## config.mk

```make
export PLATFORM = sky130hd
export DESIGN_NAME = wav_pcm_stream_to_float
export DESIGN_NICKNAME = d
export VERILOG_FILES = /design/src/sv/wav_pkg.sv /design/src/sv/wav_pcm_stream_to_float.sv /design/src/sv/wav_conv.sv
export SDC_FILE = /design/constraint.sdc
export NUM_CORES = 2
export LEC_CHECK = 0
export ABC_AREA = 1
export BUFFER_PORTS_ARGS = -buffer_cell sky130_fd_sc_hd__buf_2
export CORE_MARGIN = 2
export CORE_UTILIZATION = 50
export DETAILED_ROUTE_END_ITERATION = 10
export PLACE_DENSITY = 0.71
export SETUP_SLACK_MARGIN = 0.05
export SLEW_MARGIN = 20
export SYNTH_ARGS = -nofsm -noshare
export SYNTH_HDL_FRONTEND = slang
export SYNTH_SLANG_ARGS = --single-unit
export TNS_END_PERCENT = 50
```

## constraint.sdc

```tcl
create_clock -name i_clk -period 18.9 [get_ports i_clk]
set_clock_uncertainty 0.1 [all_clocks]
set_input_delay 0.945 -clock i_clk [delete_from_list [all_inputs] [get_ports i_clk]]
set_output_delay 0.945 -clock i_clk [all_outputs]
set_load 0.01 [all_outputs]
```

## src/sv/wav_pkg.sv

```systemverilog
package wav_pkg;

    typedef struct packed {
        logic [7:0] data_byte;
        logic       file_start;
        logic       end_of_file;
    } t_in_beat;

    typedef struct packed {
        logic [1:0]  result_kind;
        logic [31:0] sample_float;
        logic [31:0] sample_rate;
        logic [15:0] channel_count;
        logic [15:0] sample_bits;
        logic [2:0]  error_code;
        logic        final_sample;
        logic        end_of_run;
    } t_out_beat;

    localparam logic [1:0] KIND_FORMAT = 2'd0;
    localparam logic [1:0] KIND_SAMPLE = 2'd1;
    localparam logic [1:0] KIND_ERROR  = 2'd2;

    localparam logic [2:0] ERR_TAG       = 3'd1;
    localparam logic [2:0] ERR_FMT_CODE  = 3'd2;
    localparam logic [2:0] ERR_ZERO      = 3'd3;
    localparam logic [2:0] ERR_DEPTH     = 3'd4;
    localparam logic [2:0] ERR_NO_FMT    = 3'd5;
    localparam logic [2:0] ERR_TRUNCATED = 3'd6;

    localparam logic [31:0] TAG_RIFF = 32'h52494646;
    localparam logic [31:0] TAG_WAVE = 32'h57415645;
    localparam logic [31:0] TAG_FMT  = 32'h666D7420;
    localparam logic [31:0] TAG_DATA = 32'h64617461;

endpackage

```

## src/sv/wav_pcm_stream_to_float.sv

```systemverilog
// RIFF/WAVE byte-stream decoder to IEEE single samples.
// Input channel: one file byte per beat with file_start / end_of_file flags.
// Output channel: result beats (format report, sample, or error); one input
// byte yields zero, one or two results, end_of_run marks the last of them.
// Each accepted byte is parsed combinationally; results enter a two-entry
// output queue and are presented at the output in the cycle after acceptance.
// Throughput is one byte per cycle while the queue has room for two
// results; a byte is taken only when the queue is empty or its only entry
// is leaving, which is set by the two-result worst case per byte.
// When the receiver stalls, results hold in the queue and input ready drops.
// Reset (synchronous, active low) returns the parser to expecting the RIFF
// tag and empties the queue. file_start on a byte restarts the parser too.
// Errors emit one error beat and then bytes are ignored until file_start.
module wav_pcm_stream_to_float (
    input  logic              i_clk,
    input  logic              i_rst_n,
    input  logic              i_in_valid,
    output logic              o_in_ready,
    input  wav_pkg::t_in_beat i_in_data,
    output logic              o_out_valid,
    input  logic              i_out_ready,
    output wav_pkg::t_out_beat o_out_data
);
    import wav_pkg::*;

    typedef enum logic [3:0] {
        PH_RIFF, PH_SIZE, PH_WAVE, PH_HDR, PH_FMT, PH_SKIP, PH_PAD,
        PH_DATA, PH_DONE, PH_HALT
    } t_phase;

    t_phase      r_phase, n_phase;
    logic [31:0] r_pos, n_pos;
    logic [31:0] r_tag, n_tag;
    logic [31:0] r_len, n_len;
    logic        r_pad, n_pad;
    logic [15:0] r_fcode, n_fcode;
    logic [15:0] r_chan, n_chan;
    logic [31:0] r_rate, n_rate;
    logic [15:0] r_depth, n_depth;
    logic        r_fvalid, n_fvalid;
    logic [31:0] r_asm, n_asm;
    logic [31:0] r_left, n_left;

    t_out_beat   r_q [2];
    logic [1:0]  r_cnt;

    t_out_beat   res [2];
    logic [1:0]  nres;

    logic        accept;
    logic        pop;
    logic [7:0]  b;
    logic [2:0]  bps;
    logic [1:0]  dsel;
    logic [31:0] conv_in;
    logic [31:0] conv_out;
    logic [31:0] whole;
    logic [2:0]  err;
    logic        err_hit;

    assign pop        = (r_cnt != 2'd0) && i_out_ready;
    assign o_in_ready = (r_cnt == 2'd0) || (r_cnt == 2'd1 && i_out_ready);
    assign accept     = i_in_valid && o_in_ready;
    assign o_out_valid = r_cnt != 2'd0;
    assign o_out_data  = r_q[0];
    assign b = i_in_data.data_byte;

    // bytes per sample: a 3-bit view of depth/8 valid for checked depths
    assign bps  = r_depth[5:3];
    assign dsel = 2'(bps - 3'd1);
    assign conv_in = r_asm | ({24'd0, b} << {r_pos[1:0], 3'b000});

    wav_conv u_conv (
        .i_raw      (conv_in),
        .i_depth_sel(dsel),
        .i_is_float (r_fcode == 16'd3),
        .o_bits     (conv_out)
    );

    // whole-sample byte count of the data chunk; bps in {1,2,3,4}
    logic [31:0] len_now;
    logic [31:0] div3;
    logic [31:0] mul3;
    always_comb begin
        len_now = r_len | ({24'd0, b} << 24);
        div3 = 32'((64'(len_now) * 64'h0AAAAAAAB) >> 33);
        mul3 = div3 * 32'd3;
        case (dsel)
            2'd0:    whole = len_now;
            2'd1:    whole = {len_now[31:1], 1'b0};
            2'd2:    whole = mul3;
            default: whole = {len_now[31:2], 2'b00};
        endcase
    end

    // format check at data header
    always_comb begin
        err_hit = 1'b1;
        if (!r_fvalid) begin
            err = ERR_NO_FMT;
        end else if (r_fcode == 16'd0 || r_chan == 16'd0 || r_rate == 32'd0 ||
                     r_depth == 16'd0) begin
            err = ERR_ZERO;
        end else if (r_fcode != 16'd1 && r_fcode != 16'd3) begin
            err = ERR_FMT_CODE;
        end else if ((r_depth != 16'd8 && r_depth != 16'd16 && r_depth != 16'd24 &&
                      r_depth != 16'd32) || (r_fcode == 16'd3 && r_depth != 16'd32)) begin
            err = ERR_DEPTH;
        end else begin
            err = 3'd0;
            err_hit = 1'b0;
        end
    end

    // parser next state and results
    always_comb begin
        logic [31:0] p1;
        logic [31:0] left_nx;
        logic        rst;
        t_phase      ph;
        n_phase = r_phase; n_pos = r_pos; n_tag = r_tag; n_len = r_len;
        n_pad = r_pad; n_fcode = r_fcode; n_chan = r_chan; n_rate = r_rate;
        n_depth = r_depth; n_fvalid = r_fvalid; n_asm = r_asm; n_left = r_left;
        res[0] = '0; res[1] = '0; nres = 2'd0;
        p1 = 32'd0; left_nx = 32'd0;
        rst = i_in_data.file_start;
        if (rst) begin
            n_phase = PH_RIFF; n_pos = '0; n_tag = '0; n_len = '0; n_pad = 1'b0;
            n_fcode = '0; n_chan = '0; n_rate = '0; n_depth = '0; n_fvalid = 1'b0;
            n_asm = '0; n_left = '0;
        end
        ph = n_phase;
        p1 = n_pos + 32'd1;
        case (ph)
            PH_RIFF, PH_WAVE: begin
                n_tag = {n_tag[23:0], b};
                n_pos = p1;
                if (p1 == 32'd4) begin
                    if (n_tag != ((ph == PH_RIFF) ? TAG_RIFF : TAG_WAVE)) begin
                        res[0].result_kind = KIND_ERROR;
                        res[0].error_code = ERR_TAG;
                        nres = 2'd1;
                        n_phase = PH_HALT;
                    end else if (ph == PH_RIFF) begin
                        n_phase = PH_SIZE; n_pos = '0; n_tag = '0;
                    end else begin
                        n_phase = PH_HDR; n_pos = '0; n_tag = '0; n_len = '0;
                    end
                end
            end
            PH_SIZE: begin
                n_pos = p1;
                if (p1 == 32'd4) begin
                    n_phase = PH_WAVE; n_pos = '0;
                end
            end
            PH_HDR: begin
                if (r_pos < 32'd4) begin
                    n_tag = {r_tag[23:0], b};
                end else begin
                    n_len = r_len | ({24'd0, b} << {r_pos[1:0], 3'b000});
                end
                n_pos = p1;
                if (p1 == 32'd8) begin
                    n_pos = '0;
                    n_pad = n_len[0];
                    if (n_tag == TAG_DATA) begin
                        if (err_hit) begin
                            res[0].result_kind = KIND_ERROR;
                            res[0].error_code = err;
                            nres = 2'd1;
                            n_phase = PH_HALT;
                        end else begin
                            res[0].result_kind = KIND_FORMAT;
                            res[0].sample_rate = r_rate;
                            res[0].channel_count = r_chan;
                            res[0].sample_bits = r_depth;
                            nres = 2'd1;
                            n_left = whole;
                            n_asm = '0;
                            n_phase = (whole == 32'd0) ? PH_DONE : PH_DATA;
                        end
                    end else begin
                        if (n_tag == TAG_FMT) begin
                            n_fcode = '0; n_chan = '0; n_rate = '0; n_depth = '0;
                            n_fvalid = 1'b0;
                            n_phase = PH_FMT;
                        end else begin
                            n_phase = PH_SKIP;
                        end
                        if (n_len == 32'd0) begin
                            if (n_pad) begin
                                n_phase = PH_PAD;
                            end else begin
                                n_phase = PH_HDR; n_tag = '0; n_len = '0;
                            end
                        end
                    end
                end
            end
            PH_FMT: begin
                case (r_pos)
                    32'd0:  n_fcode[7:0]   = b;
                    32'd1:  n_fcode[15:8]  = b;
                    32'd2:  n_chan[7:0]    = b;
                    32'd3:  n_chan[15:8]   = b;
                    32'd4:  n_rate[7:0]    = b;
                    32'd5:  n_rate[15:8]   = b;
                    32'd6:  n_rate[23:16]  = b;
                    32'd7:  n_rate[31:24]  = b;
                    32'd14: n_depth[7:0]   = b;
                    32'd15: n_depth[15:8]  = b;
                    default: ;
                endcase
                n_pos = p1;
                if (p1 == 32'd16) begin
                    n_fvalid = 1'b1;
                end
                if (p1 == r_len) begin
                    n_pos = '0;
                    if (r_pad) begin
                        n_phase = PH_PAD;
                    end else begin
                        n_phase = PH_HDR; n_tag = '0; n_len = '0;
                    end
                end
            end
            PH_SKIP: begin
                n_pos = p1;
                if (p1 == r_len) begin
                    n_pos = '0;
                    if (r_pad) begin
                        n_phase = PH_PAD;
                    end else begin
                        n_phase = PH_HDR; n_tag = '0; n_len = '0;
                    end
                end
            end
            PH_PAD: begin
                n_pad = 1'b0;
                n_phase = PH_HDR; n_pos = '0; n_tag = '0; n_len = '0;
            end
            PH_DATA: begin
                n_asm = conv_in;
                n_pos = p1;
                if (p1 >= {29'd0, bps}) begin
                    left_nx = r_left - {29'd0, bps};
                    n_left = left_nx;
                    res[0].result_kind = KIND_SAMPLE;
                    res[0].sample_float = conv_out;
                    res[0].final_sample = left_nx == 32'd0;
                    nres = 2'd1;
                    n_asm = '0;
                    n_pos = '0;
                    if (left_nx == 32'd0) begin
                        n_phase = PH_DONE;
                    end
                end
            end
            default: ;
        endcase
        // truncation
        if (i_in_data.end_of_file && n_phase != PH_DONE && n_phase != PH_HALT) begin
            res[nres[0]].result_kind = KIND_ERROR;
            res[nres[0]].error_code = ERR_TRUNCATED;
            res[nres[0]].sample_float = '0;
            res[nres[0]].final_sample = 1'b0;
            nres = nres + 2'd1;
            n_phase = PH_HALT;
        end
        if (nres == 2'd1) begin
            res[0].end_of_run = 1'b1;
        end else if (nres == 2'd2) begin
            res[1].end_of_run = 1'b1;
        end
    end

    // parser state
    always_ff @(posedge i_clk) begin
        if (!i_rst_n) begin
            r_phase <= PH_RIFF; r_pos <= '0; r_tag <= '0; r_len <= '0; r_pad <= 1'b0;
            r_fcode <= '0; r_chan <= '0; r_rate <= '0; r_depth <= '0; r_fvalid <= 1'b0;
            r_asm <= '0; r_left <= '0;
        end else if (accept) begin
            r_phase <= n_phase; r_pos <= n_pos; r_tag <= n_tag; r_len <= n_len;
            r_pad <= n_pad; r_fcode <= n_fcode; r_chan <= n_chan; r_rate <= n_rate;
            r_depth <= n_depth; r_fvalid <= n_fvalid; r_asm <= n_asm; r_left <= n_left;
        end
    end

    // two-entry output queue; push happens only when it is empty after pop
    always_ff @(posedge i_clk) begin
        if (!i_rst_n) begin
            r_cnt <= 2'd0;
        end else begin
            if (accept) begin
                r_cnt <= nres;
            end else if (pop) begin
                r_cnt <= r_cnt - 2'd1;
            end
        end
        if (accept) begin
            r_q[0] <= res[0];
            r_q[1] <= res[1];
        end else if (pop) begin
            r_q[0] <= r_q[1];
        end
    end
endmodule

```

## src/sv/wav_conv.sv

```systemverilog
// Sample to IEEE single. Integer inputs are exact powers-of-two scalings,
// so only 32-bit int needs rounding (24-bit mantissa, nearest even).
module wav_conv (
    input  logic [31:0] i_raw,
    input  logic [1:0]  i_depth_sel,   // 0:8 1:16 2:24 3:32
    input  logic        i_is_float,
    output logic [31:0] o_bits
);
    import wav_pkg::*;

    logic [31:0] v;       // signed value, left-justified to 32 bits
    logic        neg;
    logic [31:0] mag;
    logic [4:0]  lz;
    logic        found;
    logic [31:0] norm;
    logic [23:0] mant;
    logic        rnd;
    logic [24:0] mant_r;
    logic [7:0]  expo;

    always_comb begin
        case (i_depth_sel)
            2'd0:    v = {~i_raw[7], i_raw[6:0], 24'd0};
            2'd1:    v = {i_raw[15:0], 16'd0};
            2'd2:    v = {i_raw[23:0], 8'd0};
            default: v = i_raw;
        endcase
        neg = v[31];
        mag = neg ? (32'd0 - v) : v;
        // leading-one search
        lz = 5'd0;
        found = 1'b0;
        for (int k = 31; k >= 0; k--) begin
            if (!found && mag[k]) begin
                found = 1'b1;
                lz = 5'(31 - k);
            end
        end
        norm = mag << lz;
        mant = norm[31:8];
        rnd = norm[7] && (norm[6:0] != 7'd0 || norm[8]);
        mant_r = {1'b0, mant} + 25'(rnd);
        // value = mag * 2^-31, leading one at bit 31-lz => exponent 127-lz
        expo = 8'd127 - 8'(lz);
        if (mant_r[24]) begin
            expo = expo + 8'd1;
        end
        if (i_is_float && i_depth_sel == 2'd3) begin
            o_bits = i_raw;
        end else if (!found) begin
            o_bits = 32'd0;
        end else begin
            o_bits = {neg, expo, mant_r[24] ? mant_r[23:1] : mant_r[22:0]};
        end
    end
endmodule
```

==> results_dict.tcl <==
set metrics [dict create \
    mostFrequentLayoutCell "inv_1" \
    grt_start_max_net_pins 148 \
    final-hold-violation-count 0 \
    fin_nets 6759 \
    die_w_um 299 \
    netlist_instances 6030 \
    crit_required_ns 19.26 \
    worst_pin_slew_ns 1.08 \
    drc 0 \
    cts.reportedPaths.clkPinSlew_ns 0.06 \
    timing.critical_path.from "r_len[7]$_SDFFE_PN0P_" \
    setup_viol 0 \
    synth_seq_area_share_pct 18.6 \
    hp-class "reg -> reg" \
    initialDrtViolationCount 4752 \
    layout_common_cells "inv_1, nand2_1, nor2_1, nand3_1, o21ai_0" \
    ant_nets 0 \
    synth_cell_types 65 \
    async_flop_share_pct 0 \
    coreArea_um2 86600 \
    cts_resized 0 \
    maxSlewHeadroom_pct 27.8 \
    first_pass_iters 9 \
    num_rows 108 \
    tns_ns 0 \
    crit_end "r_cnt[0]$_SDFFE_PN0P_" \
    cts_tree "yes" \
    routed_wl_mm 150 \
    rrSetupSlack_ns 5.54 \
    cts.path.max_buffers 3 \
    antenna_cells 0 \
    die_area_um2 89500 \
    crit_top_cell "nand2_1" \
    cp_max_fo 14 \
    cts_setup_buffers 0 \
    drive_above_1_share_pct 6.15 \
    fin_crit_ns 13.36 \
    cap_violations 0 \
    crit_type "reg -> reg" \
    crit_slowest_cell "dfxtp_1" \
    worstReg2RegEnd "r_cnt[0]$_SDFFE_PN0P_" \
    rsz0062_at_grt "no" \
    wl_per_cell_um 20.9 \
    cp.depth 65 \
    drv_slew 0 \
    grt_pass1_wl_mm 232 \
    critical_path_arrival_ns 13.72 \
    grt_pass1_vias 39600 \
    worstPathBufferInverterCount 8 \
    r2r_cells 65 \
    gr-total-overflow 0 \
    gp_congestion 1.00 \
    synth_enable_flop_cells 105 \
    crit_family "adder cells" \
    cts_hold_buffers 0 \
    critical-path-max-stage-delay_ns 0.80 \
    fin_crit_sh_pct 70.7 \
    start_util_pct 50.3 \
    synth.cell_area_um2 43600 \
    routed_via_density 5.89 \
    dp_hpwl_mm 116 \
    grt_usage_pct 33.0 \
    cts_made_buffers 40 \
    outcome "completed" \
    start_kind "flop" \
    port_buffers 118 \
    fmax_mhz 74.9 \
    dominantRegCellSynth "dfxtp_1" \
    antenna_found_initial 1 \
    htree_levels 2 \
    end_kind "flop" \
    cts_sinks 353 \
    ios 119 \
    avgSynthCellArea_um2 7.23 \
    area_growth_pct 6.59 \
    fin_hold_ws_ns 0.362 \
    synth_seq_cells 353 \
    clk_root_buffer_cell "clkbuf_16" \
    dieHeight_um 299 \
    yosysWarnings 0 \
    insertion_delay_ns 0.59 \
    vias 42300 \
    r2r_start "r_len[7]$_SDFFE_PN0P_" \
]
final cells by class:
| type | count | area (um2) |
|---|---|---|
| repair buffers | 170 | 990 |
| clock inverters | 28 | 355 |
| multi-input cells | 4269 | 30100 |
| well taps | 1155 | 1450 |
| clock buffers | 45 | 1060 |
| inverters | 1156 | 4350 |
| fillers | 8336 | 40200 |
| flip-flops and latches | 353 | 8120 |
routing by layer:
metal,track usage (%),share of wire [%]
met4,11.6,4.2
met1,47.6,43
met2,50.1,43
met3,5.20,10
met5,0,0
worst register-to-register path, delay by kind of cell (launching register included):
family	cells	cell delay (ns)
xor+xnor	2	0.73
fa+ha+maj	11	4.47
simple gates	24	2.78
buf+inv	8	0.53
flops	1	0.80
compound gates	20	3.85
per-stage QoR:
step	setup WS [ns]	std cells	utilization, %	instance area [um2]
4_1_cts	5.72	7176	53.6	46400
6_report	5.54	7176	53.6	46400
5_1_grt	4.36	7176	53.6	46400
2_1_floorplan	7.46	6042	-	43600
3_3_place_gp	5.92	7103	52.0	45000
3_5_place_dp	5.72	7103	52.0	45000
kinds of logic (layout without fill, tap and decap cells):
logic type	count (synthesis)	after routing	share of synthesized area, %
flops	353	353	18.6
compound gates	1125	1125	15.3
simple gates	2183	2183	22.0
xor+xnor	193	193	3.88
fa+ha+maj	755	755	27.8
other cells	1	13	0.00861
buf+inv	1420	1399	12.4
flip-flops by register name (all words and copies together) (netlist names), 32 cells and up:
register	flops
r_q	105
r_asm	32
r_left	32
r_len	32
r_pos	32
r_rate	32
r_tag	32
cell usage after synthesis, types with 13 or more instances:
master       n  area [um2]
o211ai_1    99         743
fa_1       354        7090
nor4_1      66         413
buf_2       27         135
nor2_1     511        1920
o311ai_0    17         149
o21ai_0    420        2100
inv_1     1132        4250
nor3_1      86         430
o21ai_1     18        90.1
buf_1       19        71.3
nand3_1    427        2140
nand4_1     63         394
inv_2       20        75.1
a31oi_1    130         813
a221oi_1    13         114
ha_1       401        5020
o221ai_1    41         359
nand2_1    915        3430
nand2_2     20         125
o22ai_1     33         206
xor2_1     131        1150
clkbuf_1   210         788
dfxtp_1    248        4960
or2_2       36         225
o31ai_1     13        97.6
edfxtp_1   105        3150
xnor2_1     62         543
a41oi_1     21         184
a21oi_1    263        1320
nor2_2      15        93.8
worst min path at each step:
stage / from / to / depth (start not counted)
floorplan: r_tag[17]$_SDFFE_PN0P_ / r_tag[17]$_SDFFE_PN0P_ / 2
global placement: r_tag[17]$_SDFFE_PN0P_ / r_tag[17]$_SDFFE_PN0P_ / 2
detailed placement: r_tag[3]$_SDFFE_PN0P_ / r_tag[3]$_SDFFE_PN0P_ / 2
CTS: r_tag[3]$_SDFFE_PN0P_ / r_tag[3]$_SDFFE_PN0P_ / 2
global route: r_tag[23]$_SDFFE_PN0P_ / r_tag[23]$_SDFFE_PN0P_ / 2
finish: r_tag[20]$_SDFFE_PN0P_ / r_tag[20]$_SDFFE_PN0P_ / 2
Power is not shown: default switching activity piles up to over one toggle a cycle in this logic, so the estimate is an artifact.
